### src/sample_without_replacement_top_macros.svh
// Assertion macros for the sampler block.
// No dependencies; included by the modules that check their own logic.
`ifndef SAMPLE_WITHOUT_REPLACEMENT_TOP_MACROS_SVH
`define SAMPLE_WITHOUT_REPLACEMENT_TOP_MACROS_SVH

// same-cycle implication
`define SWR_ASSERT_NOW(label, clk, rst_n, ante, cons, msg) \
	label: assert property (@(posedge clk) disable iff (!rst_n) (ante) |-> (cons)) \
		else $error(msg);

// next-cycle implication
`define SWR_ASSERT_NEXT(label, clk, rst_n, ante, cons, msg) \
	label: assert property (@(posedge clk) disable iff (!rst_n) (ante) |=> (cons)) \
		else $error(msg);

`endif

### src/swr_pkg.sv
// Shared types and constants of the sampler block.
// No dependencies.
package swr_pkg;

	localparam int WORD_W    = 31;
	localparam int VAL_W     = 32;
	localparam int RS_W      = 9;
	localparam int CFG_IDX_W = 2;
	localparam int BIT_CNT_W = 5;

	typedef enum logic [CFG_IDX_W-1:0] {
		REG_MIN   = 2'd0,
		REG_RANGE = 2'd1,
		REG_COUNT = 2'd2
	} cfg_reg_t;

	typedef enum logic [2:0] {
		ST_SWEEP,
		ST_IDLE,
		ST_MOD,
		ST_RD_LAST,
		ST_WRITE
	} state_t;

	typedef struct packed {
		logic              load;
		logic [WORD_W-1:0] dividend;
		logic [RS_W-1:0]   divisor;
	} mod_req_t;

	typedef struct packed {
		logic            done;
		logic [RS_W-1:0] rem;
	} mod_rsp_t;

endpackage

### src/swr_mod.sv
// Bit-serial remainder unit: one dividend bit per cycle, restoring form.
// Depends on swr_pkg and the assertion macro header.
`include "sample_without_replacement_top_macros.svh"

module swr_mod (
	input  logic             clk,
	input  logic             arst_n,
	input  swr_pkg::mod_req_t req,
	output swr_pkg::mod_rsp_t rsp
);
	import swr_pkg::*;

	logic [WORD_W-1:0]    word_q;
	logic [RS_W-1:0]      rem_q;
	logic [BIT_CNT_W-1:0] cnt_q;
	logic                 act_q;
	logic                 done_q;
	logic [RS_W:0]        trial;
	logic [RS_W:0]        diff;
	logic [RS_W-1:0]      rem_nxt;

	assign trial   = {rem_q, word_q[WORD_W-1]};
	assign diff    = trial - {1'b0, req.divisor};
	assign rem_nxt = (trial >= {1'b0, req.divisor}) ? diff[RS_W-1:0] : trial[RS_W-1:0];

	always_ff @(posedge clk or negedge arst_n) begin
		if (!arst_n) begin
			act_q  <= 1'b0;
			done_q <= 1'b0;
			cnt_q  <= '0;
		end else begin
			done_q <= 1'b0;
			if (req.load) begin
				act_q <= 1'b1;
				cnt_q <= BIT_CNT_W'(WORD_W - 1);
			end else if (act_q) begin
				cnt_q <= cnt_q - 1'b1;
				if (cnt_q == '0) begin
					act_q  <= 1'b0;
					done_q <= 1'b1;
				end
			end
		end
	end

	always_ff @(posedge clk) begin
		if (req.load) begin
			word_q <= req.dividend;
			rem_q  <= '0;
		end else if (act_q) begin
			word_q <= word_q << 1;
			rem_q  <= rem_nxt;
		end
	end

	assign rsp.done = done_q;
	assign rsp.rem  = rem_q;

	`SWR_ASSERT_NOW(a_rem_below_div, clk, arst_n, done_q, rem_q < req.divisor, "remainder not below divisor")
	`SWR_ASSERT_NEXT(a_done_one_pulse, clk, arst_n, done_q, !done_q, "remainder done held")

endmodule

### src/swr_pool.sv
// Pool offset memory: one write port, one read port with registered data.
// No dependencies.
module swr_pool #(
	parameter  int POOL_DEPTH = 256,
	localparam int AW         = $clog2(POOL_DEPTH)
) (
	input  logic          clk,
	input  logic          we,
	input  logic [AW-1:0] waddr,
	input  logic [AW-1:0] wdata,
	input  logic [AW-1:0] raddr,
	output logic [AW-1:0] rdata
);

	logic [AW-1:0] mem [POOL_DEPTH];
	logic [AW-1:0] rdata_q;

	always_ff @(posedge clk) begin
		if (we) begin
			mem[waddr] <= wdata;
		end
		rdata_q <= mem[raddr];
	end

	assign rdata = rdata_q;

endmodule

### src/sample_without_replacement_top.sv
// Sampler without replacement (partial shuffle); top level with sequencer and registers.
// One item in flight; the next item is taken at the edge that ends the result strobe,
// unless the set ended and a refill sweep runs first. Invalid settings give an error item
// in the cycle after the start. Set end, a write to one of the three registers and reset
// start a refill sweep (one pool entry per cycle) with busy high. Results cannot be
// stalled. Depends on swr_pkg, swr_mod, swr_pool and the assertion macro header.
`include "sample_without_replacement_top_macros.svh"

module sample_without_replacement_top #(
	parameter int POOL_DEPTH = 256
) (
	input  logic                                   clk,
	input  logic                                   arst_n,
	input  logic                                   start,
	output logic                                   busy,
	input  logic [swr_pkg::WORD_W-1:0]             random_word,
	input  logic                                   cfg_we,
	input  logic [swr_pkg::CFG_IDX_W-1:0]          cfg_index,
	input  logic [swr_pkg::VAL_W-1:0]              cfg_data,
	output logic                                   done,
	output logic signed [swr_pkg::VAL_W-1:0]       drawn_value,
	output logic                                   set_last,
	output logic                                   status
);
	import swr_pkg::*;

	localparam int AW = $clog2(POOL_DEPTH);

	state_t                  state_q, state_d;
	logic signed [VAL_W-1:0] min_q;
	logic [RS_W-1:0]         range_q;
	logic [RS_W-1:0]         count_q;
	logic [RS_W-1:0]         remaining_q;
	logic [RS_W-1:0]         drawn_q;
	logic [RS_W-1:0]         idx_q;
	logic [RS_W-1:0]         choice_q;
	logic [AW-1:0]           picked_q;
	logic                    done_q;
	logic signed [VAL_W-1:0] value_q;
	logic                    last_q;
	logic                    status_q;

	logic                    cfg_hit;
	logic                    range_ok;
	logic                    cfg_ok;
	logic signed [VAL_W:0]   top_val;
	logic                    last_draw;

	mod_req_t                mod_req;
	mod_rsp_t                mod_rsp;
	logic                    pool_we;
	logic [AW-1:0]           pool_waddr;
	logic [AW-1:0]           pool_wdata;
	logic [AW-1:0]           pool_raddr;
	logic [AW-1:0]           pool_rdata;

	assign cfg_hit  = cfg_we && (cfg_index inside {REG_MIN, REG_RANGE, REG_COUNT});
	assign range_ok = (range_q != '0) && (32'(range_q) <= 32'(POOL_DEPTH));
	assign top_val  = {min_q[VAL_W-1], min_q} + $signed({{(VAL_W+1-RS_W){1'b0}}, range_q})
		- $signed((VAL_W+1)'(1));
	assign cfg_ok   = range_ok && (count_q != '0) && (count_q <= range_q)
		&& (top_val <= $signed({1'b0, {(VAL_W-1){1'b1}}}));
	assign last_draw = RS_W'(drawn_q + 1'b1) >= count_q;

	swr_mod u_mod (
		.clk    (clk),
		.arst_n (arst_n),
		.req    (mod_req),
		.rsp    (mod_rsp)
	);

	swr_pool #(.POOL_DEPTH(POOL_DEPTH)) u_pool (
		.clk   (clk),
		.we    (pool_we),
		.waddr (pool_waddr),
		.wdata (pool_wdata),
		.raddr (pool_raddr),
		.rdata (pool_rdata)
	);

	always_comb begin
		state_d          = state_q;
		busy             = 1'b1;
		mod_req.load     = 1'b0;
		mod_req.dividend = random_word;
		mod_req.divisor  = remaining_q;
		pool_we          = 1'b0;
		pool_waddr       = AW'(idx_q);
		pool_wdata       = AW'(idx_q);
		pool_raddr       = AW'(choice_q);
		case (state_q)
			ST_SWEEP: begin
				pool_we = range_ok;
				if (!range_ok || (RS_W'(idx_q + 1'b1) == range_q)) begin
					state_d = ST_IDLE;
				end
			end
			ST_IDLE: begin
				busy = 1'b0;
				if (start && cfg_ok) begin
					mod_req.load = 1'b1;
					state_d      = ST_MOD;
				end
			end
			ST_MOD: begin
				pool_raddr = AW'(mod_rsp.rem);
				if (mod_rsp.done) begin
					state_d = ST_RD_LAST;
				end
			end
			ST_RD_LAST: begin
				pool_raddr = AW'(RS_W'(remaining_q - 1'b1));
				state_d    = ST_WRITE;
			end
			ST_WRITE: begin
				pool_we    = 1'b1;
				pool_waddr = AW'(choice_q);
				pool_wdata = pool_rdata;
				state_d    = last_draw ? ST_SWEEP : ST_IDLE;
			end
			default: begin
				state_d = ST_IDLE;
			end
		endcase
		if (cfg_hit) begin
			state_d = ST_SWEEP;
		end
	end

	always_ff @(posedge clk or negedge arst_n) begin
		if (!arst_n) begin
			min_q   <= '0;
			range_q <= RS_W'(256);
			count_q <= RS_W'(256);
		end else if (cfg_we) begin
			case (cfg_index)
				REG_MIN:   min_q   <= cfg_data;
				REG_RANGE: range_q <= cfg_data[RS_W-1:0];
				REG_COUNT: count_q <= cfg_data[RS_W-1:0];
				default:   ;
			endcase
		end
	end

	always_ff @(posedge clk or negedge arst_n) begin
		if (!arst_n) begin
			state_q     <= ST_SWEEP;
			idx_q       <= '0;
			remaining_q <= '0;
			drawn_q     <= '0;
			done_q      <= 1'b0;
		end else begin
			state_q <= state_d;
			done_q  <= 1'b0;
			if (cfg_hit) begin
				idx_q <= '0;
			end else begin
				case (state_q)
					ST_SWEEP: begin
						idx_q <= idx_q + 1'b1;
						if (state_d == ST_IDLE) begin
							remaining_q <= range_q;
							drawn_q     <= '0;
						end
					end
					ST_IDLE: begin
						if (start && !cfg_ok) begin
							done_q <= 1'b1;
						end
					end
					ST_WRITE: begin
						remaining_q <= remaining_q - 1'b1;
						drawn_q     <= drawn_q + 1'b1;
						idx_q       <= '0;
						done_q      <= 1'b1;
					end
					default: ;
				endcase
			end
		end
	end

	always_ff @(posedge clk) begin
		if (state_q == ST_MOD && mod_rsp.done) begin
			choice_q <= mod_rsp.rem;
		end
		if (state_q == ST_RD_LAST) begin
			picked_q <= pool_rdata;
		end
		case (state_q)
			ST_IDLE: begin
				value_q  <= '0;
				last_q   <= 1'b0;
				status_q <= 1'b1;
			end
			ST_WRITE: begin
				value_q  <= min_q + $signed(VAL_W'(picked_q));
				last_q   <= last_draw;
				status_q <= 1'b0;
			end
			default: ;
		endcase
	end

	assign done        = done_q;
	assign drawn_value = value_q;
	assign set_last    = last_q;
	assign status      = status_q;

	`SWR_ASSERT_NEXT(a_draw_result, clk, arst_n, state_q == ST_WRITE && !cfg_hit, done && !status, "draw gave no result")
	`SWR_ASSERT_NOW(a_pool_live, clk, arst_n, state_q == ST_IDLE && cfg_ok, remaining_q != '0 && remaining_q <= range_q, "live count out of range")
	`SWR_ASSERT_NOW(a_last_refills, clk, arst_n, done && set_last, state_q == ST_SWEEP, "set end without refill")

endmodule

### config.mk
export PLATFORM = sky130hd
export DESIGN_NAME = sample_without_replacement_top
export DESIGN_NICKNAME = d
export VERILOG_FILES = /design/src/swr_pkg.sv /design/src/swr_mod.sv /design/src/swr_pool.sv /design/src/sample_without_replacement_top.sv
export VERILOG_INCLUDE_DIRS = /design/src /design/src/src
export SDC_FILE = /design/constraint.sdc
export NUM_CORES = 2
export LEC_CHECK = 0
export ABC_AREA = 1
export BUFFER_PORTS_ARGS = -buffer_cell sky130_fd_sc_hd__buf_4
export CAP_MARGIN = 20
export CORE_ASPECT_RATIO = 0.75
export CORE_MARGIN = 2
export CORE_UTILIZATION = 62
export DETAILED_ROUTE_END_ITERATION = 7
export PLACE_DENSITY = 0.82
export SETUP_SLACK_MARGIN = 0.5
export SLEW_MARGIN = 20
export SYNTH_ARGS = -nofsm -noshare
export SYNTH_HDL_FRONTEND = slang
export SYNTH_SLANG_ARGS = --single-unit
### constraint.sdc
create_clock -name clk -period 18.3 [get_ports clk]
set_input_delay 1.83 -clock clk [delete_from_list [all_inputs] [get_ports clk]]
set_output_delay 1.83 -clock clk [all_outputs]
set_load 0.005 [all_outputs]
# After elaboration in Yosys (flattened, before gate mapping)
# Memory sizes are Yosys's and may differ from the RTL's. A register that Yosys moved wholly into a read port is not among the register bits.
# Cells that the tools add are included.
# op_classes
n_addsub	8
magnitude_cmp	5
eq_ne	9
muxes	38
bitwise_logic	1
n_reduce_logical	25
# ops
cell	count
$pmux W32 S2	1
$mux W31	2
$pmux W9 S2	3
$mux W9	4
$add A32 B10 Y33	1
$le A33 B32 Y1 const B	1
$sub A33 B1 Y33 const B	1
$add A32 B9 Y32	1
$add A9 B1 Y9 const B	2
$reduce_bool A9 Y1	2
$mux W8	2
$pmux W8 S2	1
$pmux W3 S5	1
$mux W1	14
$mux W3	4
$ge A10 B9 Y1	1
$mux W5	2
$eq A9 B9 Y1	1
$ge A9 B9 Y1	1
$le A9 B9 Y1	1
$le A9 B9 Y1 const B	1
$sub A9 B1 Y9 const B	1
$sub A9 B9 Y9	1
$logic_and A1 B1 Y1	8
18 further kinds	29
# word_totals
regBits	178
mem_bits_rw	2048
in_bits	69
output_inout_bits	36
wordCells	105
memories	1
# mem_list
name	depth	width	rd	rd_ports_with_merged_regs	wr	line	rtl
u_pool.mem	256	8	1	1	1	swr_pool.sv:15	logic [AW-1:0] mem [POOL_DEPTH];

# Longest topological paths before layout
# logic_depth
depth_word	12
ltp_mapped	24
ltp_nobuf	23

# By module
# Synthesis repeated with hierarchy kept, for this count alone.
# hier_totals
cells_unflattened	8407
hier_area_um2	94692.1
# by_module_without_submodules
mod	n_inst	cells_each	area_per_inst_um2	seq_area_each_um2
swr_pool	1	7003	83396.2	61659.1
sample_without_replacement_top	1	1081	8674.6	3530.9
swr_mod	1	323	2621.3	1286.2

# Worst setup path after synthesis
# Ideal clock, no wire load.
# synth_path
path_kind	reg2reg
start	register state_q[1]
end	memory u_pool.mem[0][7] (netlist name), data pin
setup_ns	2.188
arrival_time_ns	10.937
path_slack_ns	5.175
path_stages_with_launch	7
path_buffers	2
synth_period_minus_slack_ns	13.125
cell_sequence	dfrtp_1 -> nor2_1 -> inv_1 -> nor2_1 -> buf_2 -> clkbuf_1 -> o21ai_0
# synth_between
elab_chain_len	2
# synth_rtl
item	line	rtl
start, declared	sample_without_replacement_top.sv:29	state_t state_q, state_d;
start signal, assigned	sample_without_replacement_top.sv:153	state_q <= state_d;
$eq A3 B3 Y1	sample_without_replacement_top.sv:91	case (state_q)
$mux W8	sample_without_replacement_top.sv:91	
net pool_wdata[7]	sample_without_replacement_top.sv:53	logic [AW-1:0] pool_wdata;
end, declared	swr_pool.sv:15	
# The timed path passes the listed nets, and every way through them passes these cells.

# Worst setup path in the final report
# layout_path
start	register state_q[2]
end	register u_pool.rdata_q[3] (netlist: u_pool.rdata[3]), read port of u_pool.mem
# layout_between
elab_chain_len	2
# layout_rtl
item	line	rtl
$eq A3 B2 Y1	sample_without_replacement_top.sv:91	
$pmux W8 S2 *	sample_without_replacement_top.sv:91	
end, declared	swr_pool.sv:16	logic [AW-1:0] rdata_q;
# Mark *: on every way between the ends. The rest lies on a longest branch, timed or not.
# A chain may end at the register's enable or synchronous reset.

==> impl.org <==
** Run status
- The run finished, with violations left.
- Failing checks :: design-rule violations

** STA
- Setup violators final :: 0
- Skew final :: 0.0335 ns
- The worst path in the final design needs a cycle of 6.64 ns, including I/O delays and setup.
- Final worst hold slack :: 0.495 ns
- Maximum frequency from static timing analysis :: 0.151 GHz
- Slack of the critical path :: 11.66 ns
- Relative slew margins :: 12.8%
- Final slew viol count :: 0
- Final hold violation count :: 0
- For the pin with the worst max-slew slack, the measured transition is 1.30 ns.
- Fin Setup TNS :: 0 ns
- Setup repair after global routing left no endpoint under its margin.
- Dividing the final minimum period by the clock period gives 36.3%.

** Worst setup path
- Highest fanout seen on the critical path :: 150
- The setup check on the worst reg-to-reg path leaves a slack of 11.66 ns.
- CP Launch Type :: register
- The number of cells on the worst reg-to-reg path is 16.
- STA classifies the critical path endpoint as a register.
- Worst Path Arrival :: 7.42 ns
- Data on the critical path is required at its endpoint by 19.08 ns.
- The worst setup path is of the reg -> reg kind.

** Detailed routing
- Post-detailed-route via-to-cell ratio :: 6.55
- For this run, design rule violations remaining after detail routing come to 16.
- Number of nets still failing antenna checks after routing :: 0
- Total wire length :: 251 mm
- In the final routed layout, each cell accounts on average for 25.6 microns.
- Count of TritonRoute iterations in the first routing pass :: 8
- Drt initial violations :: 10.6k
- Via count :: 64.3k

** Power
- Worst IR Drop VDD :: 112 uV
- Leakage power of the design :: 36.6 nW
- Power per cell area :: 122 mW/mm^2

** Run
- The tool flagged a number of max-cap violations equal to 0.

** Synthesis
- Netlist cell types :: 45
- In this run the cell area of the synthesized design comes to 0.0956 sq mm.
- Total number of yosys warnings :: 0
- Mean Syn Cell Area :: 12.3 sq um
- Share of the yosys chip area belonging to registers :: 69.5%
- In this run, synthesis produced a sequential element count of 2,234.
- Post-Synthesis Cells :: 7,750
- Total nets after synthesis :: 7,923

** Global route
- Busiest layer in global routing :: met2
- Initial antenna violation count :: 6
- For this run, global-route usage on met1 was measured as 44.3%.
- Entering global routing, the biggest net connects 271 pins.
- Global routing consumed, on the met2 layer, 45.5% of the routing resources.
- GR met3 Demand/Resource :: 11.3%
- The number of global-route vias before repair came to 60.7k.
- Remaining Overflow, GRT :: 0
- Global routing used 31.5% of the available tracks.
- The first global-routing pass estimated 375 mm of wire.

** Finish
- Leaving out fill and tap cells, the most frequent cells in the layout are sky130_fd_sc_hd__edfxtp_1 (2,129), sky130_fd_sc_hd__nand3_1 (1,013), sky130_fd_sc_hd__o211ai_1 (986).
- Non-filler instance count after layout :: 9,808
- Leaving out fill and tap cells, the most frequent cell in the layout is sky130_fd_sc_hd__edfxtp_1.
- Counting the fill cells in the layout gives 10.1k.
- Net count, final :: 7,797
- The post-route netlist has 7.70% of its cells at a drive strength greater than 1.
- With fillers left out, the area of the finished cells amounts to 0.104 sq mm.
- Post-synthesis to final-layout area growth :: 8.56%

** Placed design
- Input and output buffers added on the ports amount to 104.
- The congestion estimate from routability-driven global placement came to 0.924.
- Prior to clock tree synthesis, the placed netlist has a worst setup slack of 12.08 ns.
- The HPWL after detailed placement is 141 mm.
- Post-placement cell count :: 9,437
- Summing all placed instances gives a cell area of 0.0975 sq mm.

** CTS
- After clock tree synthesis, the clock-pin slew on the worst setup and hold paths is 0.07 ns.
- Gates resized during post-CTS repair numbered 0.
- CTS placed an instance of sky130_fd_sc_hd__clkbuf_16 at the clock tree root.
- The clock passes through at most 3 buffers.
- Counting the buffers created by CTS gives 199.
- Once the clock tree was built, the setup fixing pass inserted 0 buffers.
- The clock tree synthesis step divided the H-tree into 4 levels.
- Number of clock sinks seen by CTS :: 2,234
- Skew-Pair Late Insertion Delay :: 0.84 ns
- TritonCTS clock tree :: built
- # hold bufs at CTS :: 0

** Worst hold path
- In this run the worst hold path is classified as reg -> reg.
- The worst hold path passes through 2 cells.

** Floorplanning
- Pin placement for this block handled 105 I/O pins.
- The initial utilization of the core area, before any placement, comes to 62.6%.
- The core region is 0.153 sq mm.
- Full die area :: 0.157 sq mm
- The die is 344 microns tall.
- In this run the core area contains 124 standard-cell rows.
- Measured along the x axis, the die boundary spans 457 microns.
[area by class of cell]
class	count	area, sq um	share of cell area, %
antenna	4	10.0	0.00965
sequential	2234	66500	64.1
multi-input combinational	4338	24500	23.6
clock inverter	113	860	0.828
inverter	667	2530	2.44
timing repair buffer	184	1550	1.49
tap	2016	2520	2.43
clock buffer	252	5350	5.15
[final timing paths]
kind | startpoint | endpoint
min in group asynchronous | arst_n | min_q[27]$_DFFE_PN0P_
max in group asynchronous | arst_n | u_mod.cnt_q[2]$_DFFE_PN0P_
setup / recovery | state_q[2]$_DFF_PN0_ | u_pool.rdata[3]$_DFF_P_
hold / removal | remaining_q[7]$_DFFE_PN0P_ | remaining_q[7]$_DFFE_PN0P_
hold reg to reg | remaining_q[7]$_DFFE_PN0P_ | remaining_q[7]$_DFFE_PN0P_
setup reg to reg | state_q[2]$_DFF_PN0_ | u_pool.rdata[3]$_DFF_P_
[Yosys cell counts (all sizes together)]
master	number	share of area (%)
edfxtp	2129	67
nand3	1016	5.3
o211ai	986	7.7
nand2	808	3.2
inv	667	2.6
or2	530	3.5
nor2	444	1.8
buf	297	1.6
o21ai	242	1.3
clkbuf	214	0.84
a21oi	109	0.57
ha	101	1.3
dfrtp	86	2.3
nand4	26	0.17
xor2	23	0.21
dfxtp	17	0.36
nor3	14	0.073
xnor2	6	0.055
nand3b	5	0.039
o22ai	5	0.033
o21a	4	0.031
a21o	3	0.024
fa	3	0.063
a2bb2oi	2	0.018
dfstp	2	0.055
nor4	2	0.013
o21bai	2	0.016
o221ai	2	0.018
a211oi	1	0.0079
a22oi	1	0.0079
a31oi	1	0.0065
and3	1	0.0065
o22a	1	0.0092
[layer usage]
| layer | vias up | share of wire, % |
|---|---|---|
| met5 | - | 0.035 |
| li1 | 27900 | - |
| met4 | 14 | 3.7 |
| met2 | 4615 | 44 |
| met1 | 31100 | 37 |
| met3 | 637 | 15 |
[per-stage QoR]
step	power, mW	utilization [%]
after detailed placement	8.62	63.9
after CTS	12.6	67.9
final	12.7	68.0
after global placement	8.53	63.9
after floorplan	7.79	-
after global routing	13.1	68.0
[registers in the layout, indices dropped and copies added, names as in the netlist, 3 cells and up]
| signal | flops |
|---|---|
| drawn_value | 32 |
| u_mod.word_q | 31 |
| min_q | 32 |
| remaining_q | 9 |
| drawn_q | 9 |
| picked_q | 8 |
| idx_q | 9 |
| u_pool.mem | 2048 |
| state_q | 3 |
| count_q | 9 |
| u_mod.cnt_q | 5 |
| u_mod.rem_q | 9 |
| range_q | 9 |
| u_pool.rdata | 8 |
| choice_q | 8 |
[logic make-up after synthesis]
family	after synthesis	share of synthesized area, %
and+or+nand+nor	2846	14.0
AOI/OAI and AO/OA	1359	9.76
adders and majority gates	104	1.38
buffers and inverters	1178	5.01
xor gates and xnor gates	29	0.266
DFF	2234	69.5
[where the power goes]
part           internal (mW)  switching, mW  total, mW
combinational          0.656           1.86       2.51
clock                   2.21           1.85       4.06
sequential              6.00          0.128       6.12
[critical path, stage by stage, from the launching register on]
cell	delay [ns]
sky130_fd_sc_hd__dfrtp_1	0.68
sky130_fd_sc_hd__inv_2	0.12
sky130_fd_sc_hd__nand2_2	0.14
sky130_fd_sc_hd__nor2_4	0.10
sky130_fd_sc_hd__nand2_1	0.12
sky130_fd_sc_hd__nand3_4	0.56
sky130_fd_sc_hd__inv_8	0.93
sky130_fd_sc_hd__buf_4	1.00
sky130_fd_sc_hd__buf_4	0.82
sky130_fd_sc_hd__o211ai_1	0.21
sky130_fd_sc_hd__nand3_1	0.16
sky130_fd_sc_hd__nand3_1	0.10
sky130_fd_sc_hd__nand3_1	0.21
sky130_fd_sc_hd__nand3_1	0.53
sky130_fd_sc_hd__nand3_1	0.34
sky130_fd_sc_hd__nand3_1	0.10
sky130_fd_sc_hd__nand2_1	0.09
No activity file was read; power rests on OpenSTA's default activity.
